### config.mk
export PLATFORM = sky130hd
export DESIGN_NAME = htt_ctrl
export DESIGN_NICKNAME = d
export VERILOG_FILES = /design/src/sv/htt_pkg.sv /design/src/sv/htt_ctrl.sv
export VERILOG_INCLUDE_DIRS = /design/src /design/src/sv
export SDC_FILE = /design/constraint.sdc
export NUM_CORES = 1
export LEC_CHECK = 0
export ABC_AREA = 0
export BUFFER_PORTS_ARGS = -buffer_cell sky130_fd_sc_hd__buf_2
export CAP_MARGIN = 0
export CORE_AREA = 4 4 306 248
export DETAILED_ROUTE_END_ITERATION = 16
export DIE_AREA = 0 0 310 252
export GPL_TIMING_DRIVEN = 0
export SLEW_MARGIN = 20
export SYNTH_ARGS = -nofsm -noshare
export SYNTH_HDL_FRONTEND = slang
export SYNTH_SLANG_ARGS = --single-unit
export TNS_END_PERCENT = 10
### constraint.sdc
create_clock -name clk -period 16.1 [get_ports clk]
set_input_delay 3.22 -clock clk [delete_from_list [all_inputs] [get_ports clk]]
set_output_delay 3.22 -clock clk [all_outputs]
set_load 0.03 [all_outputs]
### src/sv/haptic_knob_target_tick_macros.svh
// Assertion macros for the haptic knob target tick block.
// Included by the RTL files that carry concurrent assertions; needs clk and rst_n in scope.
`ifndef HAPTIC_KNOB_TARGET_TICK_MACROS_SVH
`define HAPTIC_KNOB_TARGET_TICK_MACROS_SVH

// Same-cycle implication, disabled during reset
`define HTT_ASSERT_NOW(label, ante, cons, msg) \
    label: assert property (@(posedge clk) disable iff (!rst_n) (ante) |-> (cons)) \
        else $error(msg);

// Next-cycle implication, disabled during reset
`define HTT_ASSERT_NEXT(label, ante, cons, msg) \
    label: assert property (@(posedge clk) disable iff (!rst_n) (ante) |=> (cons)) \
        else $error(msg);

`endif

### src/sv/htt_pkg.sv
// Package for the haptic knob target tick block: types, codes, constants, saturation helper.
// No dependencies.
`default_nettype none

package htt_pkg;

    localparam int FRAC_BITS_DEF = 16;

    // product of a signed 32-bit angle and an unsigned 24-bit scale
    localparam int PROD_W = 56;

    typedef logic [2:0] haptic_mode_t;
    localparam haptic_mode_t MODE_DISABLE = 3'd0;
    localparam haptic_mode_t MODE_INERTIA = 3'd1;
    localparam haptic_mode_t MODE_ENCODER = 3'd2;
    localparam haptic_mode_t MODE_SPRING  = 3'd3;
    localparam haptic_mode_t MODE_DAMPED  = 3'd4;
    localparam haptic_mode_t MODE_SPIN    = 3'd5;

    typedef logic [1:0] ctrl_kind_t;
    localparam ctrl_kind_t CTRL_TORQUE   = 2'd0;
    localparam ctrl_kind_t CTRL_VELOCITY = 2'd1;
    localparam ctrl_kind_t CTRL_ANGLE    = 2'd2;

    typedef logic [2:0] reg_index_t;
    localparam reg_index_t REG_HAPTIC_MODE = 3'd0;
    localparam reg_index_t REG_DETENT_STEP = 3'd1;
    localparam reg_index_t REG_DETENTS_RAD = 3'd2;
    localparam reg_index_t REG_LIMIT_LOW   = 3'd3;
    localparam reg_index_t REG_LIMIT_HIGH  = 3'd4;
    localparam reg_index_t REG_REPORT_EN   = 3'd5;
    localparam reg_index_t REG_REVERSE     = 3'd6;

    localparam logic ITEM_KIND_TICK  = 1'b0;
    localparam logic ITEM_KIND_ENTER = 1'b1;

    // torque caps, always Q16
    localparam logic [16:0] CAP_HALF     = 17'd32768;
    localparam logic [16:0] CAP_FIFTH    = 17'd13107;
    localparam logic [16:0] CAP_ONE_HALF = 17'd98304;

    localparam logic [1:0] STEP_NONE = 2'b00;
    localparam logic [1:0] STEP_UP   = 2'b01;
    localparam logic [1:0] STEP_DOWN = 2'b11;

    typedef struct packed {
        haptic_mode_t       haptic_mode;
        logic [18:0]        detent_step;
        logic [23:0]        detents_per_radian;
        logic signed [31:0] limit_low;
        logic signed [31:0] limit_high;
        logic               report_enable;
        logic               reverse_direction;
    } cfg_t;

    typedef struct packed {
        logic signed [31:0] target;
        ctrl_kind_t         control_kind;
        logic               motor_on;
        logic [16:0]        torque_cap;
        logic [1:0]         step_report;
    } res_t;

    function automatic logic signed [31:0] sat32(input logic signed [33:0] v);
        logic signed [31:0] r;
        if (v > 34'sh0_7FFF_FFFF)
            r = 32'sh7FFF_FFFF;
        else if (v < -34'sh0_8000_0000)
            r = 32'sh8000_0000;
        else
            r = v[31:0];
        return r;
    endfunction

endpackage

`default_nettype wire

### src/sv/htt_ctrl.sv
// Knob mode state: target, control kind, drive enable, torque cap and tick history,
// with the per-item update logic. Depends on htt_pkg and the assertion macro header.
`default_nettype none
`include "haptic_knob_target_tick_macros.svh"

module htt_ctrl #(
    parameter int FRAC_BITS = htt_pkg::FRAC_BITS_DEF
) (
    input  wire                clk,
    input  wire                rst_n,
    input  wire                upd,
    input  wire                kind,
    input  wire signed [31:0]  angle,
    input  wire signed [31:0]  velocity,
    input  wire signed [31:0]  pos,
    input  wire htt_pkg::cfg_t cfg,
    output htt_pkg::res_t      res
);
    import htt_pkg::*;

    localparam logic signed [32:0] ONE_FX    = 33'(longint'(1) << FRAC_BITS);
    localparam logic signed [32:0] THRESH_FX = 33'(((longint'(3) << FRAC_BITS) + 5) / 10);
    localparam logic signed [31:0] PRESET_FX = 32'(((longint'(42) << FRAC_BITS) + 5) / 10);
    localparam logic signed [31:0] SPIN_FX   = 32'(longint'(20) << FRAC_BITS);

    logic signed [31:0] target_reg,   target_next;
    ctrl_kind_t         control_reg,  control_next;
    logic               enable_reg,   enable_next;
    logic        [16:0] torque_reg,   torque_next;
    logic signed [31:0] anchor_reg,   anchor_next;
    logic signed [31:0] prev_vel_reg, prev_vel_next;
    logic signed [31:0] prev_det_reg, prev_det_next;
    logic        [1:0]  step;

    logic signed [32:0] dv;
    logic signed [32:0] dv_abs;
    logic               vel_big;
    logic signed [33:0] d2;
    logic signed [33:0] step34;

    always_comb
    begin
        dv      = 33'(velocity) - 33'(prev_vel_reg);
        dv_abs  = dv[32] ? -dv : dv;
        vel_big = (33'(velocity) > ONE_FX) || (33'(velocity) < -ONE_FX);
        d2      = (34'(angle) - 34'(anchor_reg)) <<< 1;
        step34  = $signed({15'd0, cfg.detent_step});

        target_next   = target_reg;
        control_next  = control_reg;
        enable_next   = enable_reg;
        torque_next   = torque_reg;
        anchor_next   = anchor_reg;
        prev_vel_next = prev_vel_reg;
        prev_det_next = prev_det_reg;
        step          = STEP_NONE;

        if (kind != ITEM_KIND_TICK)
        begin
            anchor_next   = angle;
            prev_vel_next = velocity;
            case (cfg.haptic_mode)
                MODE_DISABLE:
                begin
                    enable_next = 1'b0;
                end
                MODE_INERTIA:
                begin
                    enable_next  = 1'b1;
                    torque_next  = CAP_HALF;
                    control_next = CTRL_VELOCITY;
                    target_next  = '0;
                end
                MODE_ENCODER:
                begin
                    enable_next  = 1'b1;
                    torque_next  = CAP_FIFTH;
                    control_next = CTRL_ANGLE;
                    target_next  = PRESET_FX;
                    anchor_next  = PRESET_FX;
                end
                MODE_SPRING:
                begin
                    enable_next  = 1'b1;
                    torque_next  = CAP_ONE_HALF;
                    control_next = CTRL_ANGLE;
                    target_next  = PRESET_FX;
                end
                MODE_DAMPED:
                begin
                    enable_next  = 1'b1;
                    torque_next  = CAP_ONE_HALF;
                    control_next = CTRL_VELOCITY;
                    target_next  = '0;
                end
                MODE_SPIN:
                begin
                    enable_next  = 1'b1;
                    torque_next  = CAP_ONE_HALF;
                    control_next = CTRL_VELOCITY;
                    target_next  = SPIN_FX;
                end
                default:
                begin
                end
            endcase
        end
        else
        begin
            case (cfg.haptic_mode)
                MODE_INERTIA:
                begin
                    if (vel_big)
                    begin
                        if (dv_abs > THRESH_FX)
                            target_next = velocity;
                    end
                    else
                        target_next = '0;
                    prev_vel_next = velocity;
                end
                MODE_ENCODER:
                begin
                    if (d2 > step34)
                    begin
                        target_next = sat32(34'(target_reg) + step34);
                        anchor_next = target_next;
                    end
                    else if (d2 < -step34)
                    begin
                        target_next = sat32(34'(target_reg) - step34);
                        anchor_next = target_next;
                    end
                end
                MODE_DAMPED:
                begin
                    if (cfg.limit_low != cfg.limit_high)
                    begin
                        if (angle > cfg.limit_high)
                        begin
                            control_next = CTRL_ANGLE;
                            target_next  = cfg.limit_high;
                        end
                        else if (angle < cfg.limit_low)
                        begin
                            control_next = CTRL_ANGLE;
                            target_next  = cfg.limit_low;
                        end
                        else
                        begin
                            control_next = CTRL_VELOCITY;
                            target_next  = '0;
                        end
                    end
                end
                default:
                begin
                end
            endcase

            if (cfg.report_enable)
            begin
                prev_det_next = pos;
                if (pos > prev_det_reg)
                    step = STEP_UP;
                else if (pos < prev_det_reg)
                    step = STEP_DOWN;
            end
        end
    end

    always_ff @(posedge clk or negedge rst_n)
    begin
        if (!rst_n)
        begin
            target_reg   <= '0;
            control_reg  <= CTRL_TORQUE;
            enable_reg   <= 1'b0;
            torque_reg   <= '0;
            anchor_reg   <= '0;
            prev_vel_reg <= '0;
            prev_det_reg <= '0;
        end
        else if (upd)
        begin
            target_reg   <= target_next;
            control_reg  <= control_next;
            enable_reg   <= enable_next;
            torque_reg   <= torque_next;
            anchor_reg   <= anchor_next;
            prev_vel_reg <= prev_vel_next;
            prev_det_reg <= prev_det_next;
        end
    end

    assign res.target       = target_next;
    assign res.control_kind = control_next;
    assign res.motor_on     = enable_next;
    assign res.torque_cap   = torque_next;
    assign res.step_report  = step;

    `HTT_ASSERT_NOW(a_ctrl_code, 1'b1, control_reg != 2'd3, "illegal control kind")
    `HTT_ASSERT_NOW(a_torque_preset, 1'b1,
        torque_reg == 17'd0 || torque_reg == CAP_HALF || torque_reg == CAP_FIFTH ||
        torque_reg == CAP_ONE_HALF, "torque cap is not a preset")
    `HTT_ASSERT_NEXT(a_hold_state, !upd,
        $stable(target_reg) && $stable(anchor_reg) && $stable(prev_det_reg),
        "state moved without an item")

endmodule

`default_nettype wire

# --- Word-level counts from Yosys, hierarchy flattened ---
# Index checks and enable logic that the tools add are counted.
word_totals:
  register_bits: 148
  in_bits: 212
classes:
  addsub: 6
  magnitude_cmp: 13
  n_eq_ne: 6
  muxes: 36
  bitwise_logic: 1
  n_reduce_logical: 13
op_table:
  columns: ["op", "count"]
  rows:
  - ["32-bit two-way mux", 19]
  - ["32-bit case mux with 3 select lines", 2]
  - ["33-bit by 32-bit greater-than comparator with 1-bit output (second input constant)", 2]
  - ["33-bit by 32-bit < comparator with 1-bit output (second input constant)", 2]
  - ["32-bit by 32-bit subtractor with 33-bit output", 2]
  - ["32-bit greater-than comparator", 2]
  - ["32-bit < comparator", 2]
  - ["17-bit case mux with 3 select lines", 1]
  - ["34-bit by 20-bit greater-than comparator with 1-bit output", 1]
  - ["34-bit < comparator", 1]
  - ["19-bit negation with 34-bit output", 1]
  - ["32-bit by 20-bit adder with 33-bit output", 1]
  - ["33-bit by 16-bit greater-than comparator with 1-bit output (second input constant)", 1]
  - ["33-bit two-way mux", 1]
  - ["33-bit negation", 1]
  - ["32-bit by 20-bit subtractor with 33-bit output", 1]
  - ["32-bit by 18-bit greater-than comparator with 1-bit output (second input constant)", 1]
  - ["32-bit by 17-bit < comparator with 1-bit output (second input constant)", 1]
  - ["32-bit != test", 1]
  - ["2-bit two-way mux", 9]
  - ["17-bit two-way mux", 1]
  - ["3-bit by 2-bit equality test with 1-bit output (second input constant)", 2]
  - ["3-bit equality test (second input constant)", 2]
  - ["3-bit AND reduction", 2]
  - ["other kinds (13)", 16]

# --- Depth between registers and ports, before layout ---
depth:
  depth_word: 8
  ltp_mapped: 29
  ltp_nobuf: 27

# --- Least setup slack after synthesis ---
# No wires, ideal clock.
synth_timing:
  path_kind: "input port to output port"
  start: "input angle[1]"
  end: "output res[23] (netlist bit)"
  arrival_time_ps: 9245
  required_time_ps: 12880
  path_slack_ps: 3635
  stages: 25
  n_path_buf: 1
  path_cell_list: "ha_1 -> nor2b_1 -> o31a_1 -> o21a_1 -> a31o_2 -> a311oi_1 -> o21bai_1 -> a21oi_1 -> xnor2_1 -> ha_1 -> nand2_1 -> or3_1 -> or4_1 -> nor2b_1 -> a222oi_1 -> nand4b_1 -> or4_1 -> nor4_1 -> a31o_2 -> clkbuf_1 -> nor2_1 -> nand2_1 -> a21oi_1 -> o221a_1 -> a211oi_1"
synth_rtl:
  columns: ["item", "line_no", "source"]
  rows:
  - ["start, declared", "htt_ctrl.sv:13", "input wire signed [31:0] angle,"]
  - ["end, declared", "htt_ctrl.sv:17", "output htt_pkg::res_t res"]

==> results.cfg <==
[synth]
synth_compound_area_share_pct = 28.69
synth_ff_type = dfrtp_1
synth_cell_type_count = 111
synth_area_leaders = dfrtp_1, ha_1, o21ai_0
synthXorXnorAreaFrac_pct = 5.237
synth_top_family_by_area = compound AO/OA/AOI/OAI gates
synth_edf_count = 0
synth_top_cell_by_area = dfrtp_1
synth_area_um2 = 21720
synthMuxAreaShare_pct = 4.436
syn-mean-instance-area_um2 = 7.293
seq_area_frac_synth_pct = 17.05
ys_ff_latch = 148
synth_fa_ha_area_share_pct = 14.66
synth-simple-area-share_pct = 22.49
async_reset_ff_share_pct = 100.0
synth_cells = 2978
yosysTopAreaCellShare_pct = 17.05
synth_fp_nets = 3442
yosys_warnings = 0

[sta]
period_needed_ns = 15.21
fin_skew_ns = 0.01577
hold_viol_final = 0
slew_viol_final = 0
rsz0062_at_grt = false
tns_ns = 0
finalSetupViolCount = 0
period_share_pct = 94.50
fmax_mhz = 65.73
worst_pin_slew_ns = 1.186
relSlewSlack_pct = 20.93

[placement]
port_buffers = 237
placed_cells_incl_taps = 4173
placed_area_um2 = 24190
dp_hpwl_mm = 78.82
place.gp.congestion = 0.9848

[clocking]
root_buffer = clkbuf_16
ctsResizeCount = 0
clk_path_buf_depth = 2
clk_pin_slew_ns = 0.07
cts_setup_buffers = 0
cts_tree = yes
numCtsBuffers = 17
ctsHoldBuffers = 0
clk_latency_ns = 0.48
cts.sinks = 148
cts.htree.levels = 4

[route]
drt_iter0_markers = 2694
remaining_drc_errors = 0
ant_nets = 0
wire_per_inst_um = 22.77
vias_per_cell = 5.766
wirelength_mm = 95.82
drt-pass1-iter-count = 6
vias = 24271

[final_layout]
fin_util_pct = 33.98
multi_input_area_um2 = 16420
area_growth_syn_to_layout_pct = 14.31
fill_cells = 7913
final_nets = 3701
finalNonFillerCells = 4209
layout-drive-gt1-share_pct = 12.80
final_cell_mix = nand2_1, inv_1, ha_1, o21ai_0, buf_2
area.sequential_um2 = 3704
layout_commonest_cell = nand2_1
final_area_um2 = 24830

[setup_path]
crit_top_cell = buf_2
required_ns = 12.88
crit_arrival_ns = 11.99
max_stage_delay_ns = 0.77
startpoint_type = input port
critPathCaptureType = primary output
setup.worst_path.class = in2out
path_max_fanout = 10
cp_slowest_cell = nor3_1

[run_status]
status = completed

[global_routing]
grt_max_degree = 59
grt_pass1_vias = 21721
grt_usage_pct = 23.58
gr-total-overflow = 0
grt_antenna_before_repair = 9
grt_pass1_wl_mm = 139.6

[floorplanning]
start_util_pct = 29.73
core_area_um2 = 73050
placementRows = 89
die_w_um = 310
pin_count = 266
die_area_um2 = 78120
die_h_um = 252

[flow_run]
maxCapViolCount = 0

[pwr]
total_power_mw = 2.603
leakagePower_nw = 11.22
power.density_nw_per_um2 = 104.9
peakVddDrop_v = 0.00007725

[worst_hold_path]
worstHoldPathType = reg2reg
Yosys cell counts, drive strengths merged (9+ instances only):
cell type	number
a32oi	9
nand3	69
xnor2	102
a22oi	9
a21o	56
xor2	27
mux2	66
or3	20
nor2b	31
nor4	42
nor3	47
nor2	243
o2bb2ai	13
a21oi	240
a311oi	19
inv	266
o21bai	10
buf	26
or4	12
nand2	310
nand4	63
and2	34
a221oi	21
o211a	11
a211oi	41
o31ai	20
a22o	9
a31oi	39
o21ai	266
o211ai	29
mux2i	22
nand2b	43
and4	15
o21a	22
o31a	12
a221o	12
clkbuf	126
or2	12
ha	248
a21boi	10
o311ai	9
o22ai	16
and3	15
dfrtp	148
stage by stage:
stage | hold WS, ns | worst slack [ns]
final | 0.4810 | 0.8859
after global routing | 0.4913 | 0.6123
after CTS | 0.4836 | 1.227
after detailed placement | 0.4671 | 1.278
after global placement | 0.4604 | 1.316
after floorplan | 0.4442 | 3.635
routing by layer:
metal | share of wire (%) | track usage (%) | wire [um] | up-vias
met5 | 0.035 | 0 | 34 | -
met4 | 4.8 | 9.893 | 4554 | 8
met3 | 9.4 | 4.608 | 9006 | 190
met2 | 41 | 34.33 | 39740 | 1208
met1 | 44 | 33.83 | 42480 | 11507
li1 | - | - | - | 11358
final cells by class:
class | count | share of cell area, %
clock inverters | 14 | 0.7610
clock buffers | 18 | 1.729
repair buffers | 240 | 5.070
flip-flops and latches | 148 | 14.92
well taps | 955 | 4.813
multi-input cells | 2412 | 66.16
diodes | 4 | 0.04032
plain buffers | 152 | 2.485
inverters | 266 | 4.022
worst paths after layout:
check                                     from         endpoint  slack [ns]  cells after the start
worst min-delay path            anchor_reg[26]   anchor_reg[26]        0.48                      1
worst max-delay path                  angle[0]          res[39]        0.89                     30
min in group asynchronous                rst_n  prev_det_reg[9]        2.61                      1
worst min register to register  anchor_reg[26]   anchor_reg[26]        0.48                      1
max in group asynchronous                rst_n   anchor_reg[26]       12.48                      3
worst max register to register   anchor_reg[0]    anchor_reg[0]        7.19                     25
where the power goes:
part / internal, mW / switching [mW]
clock network: 0.237 / 0.215
registers: 0.436 / 0.0515
logic: 0.593 / 1.07
worst max-delay path, delay by kind of cell:
family          cells  cell delay, ns
buf+inv             7            1.99
compound gates      9            2.34
fa+ha+maj           3            0.79
xor+xnor            1            0.16
simple gates       10            3.45
logic make-up after synthesis:
| logic type | Yosys count |
|---|---|
| flops | 148 |
| simple gates | 991 |
| compound gates | 952 |
| xor+xnor | 129 |
| buf+inv | 418 |
| fa+ha+maj | 252 |
| mux | 88 |
Note: power is estimated with default switching activity, not from simulation.
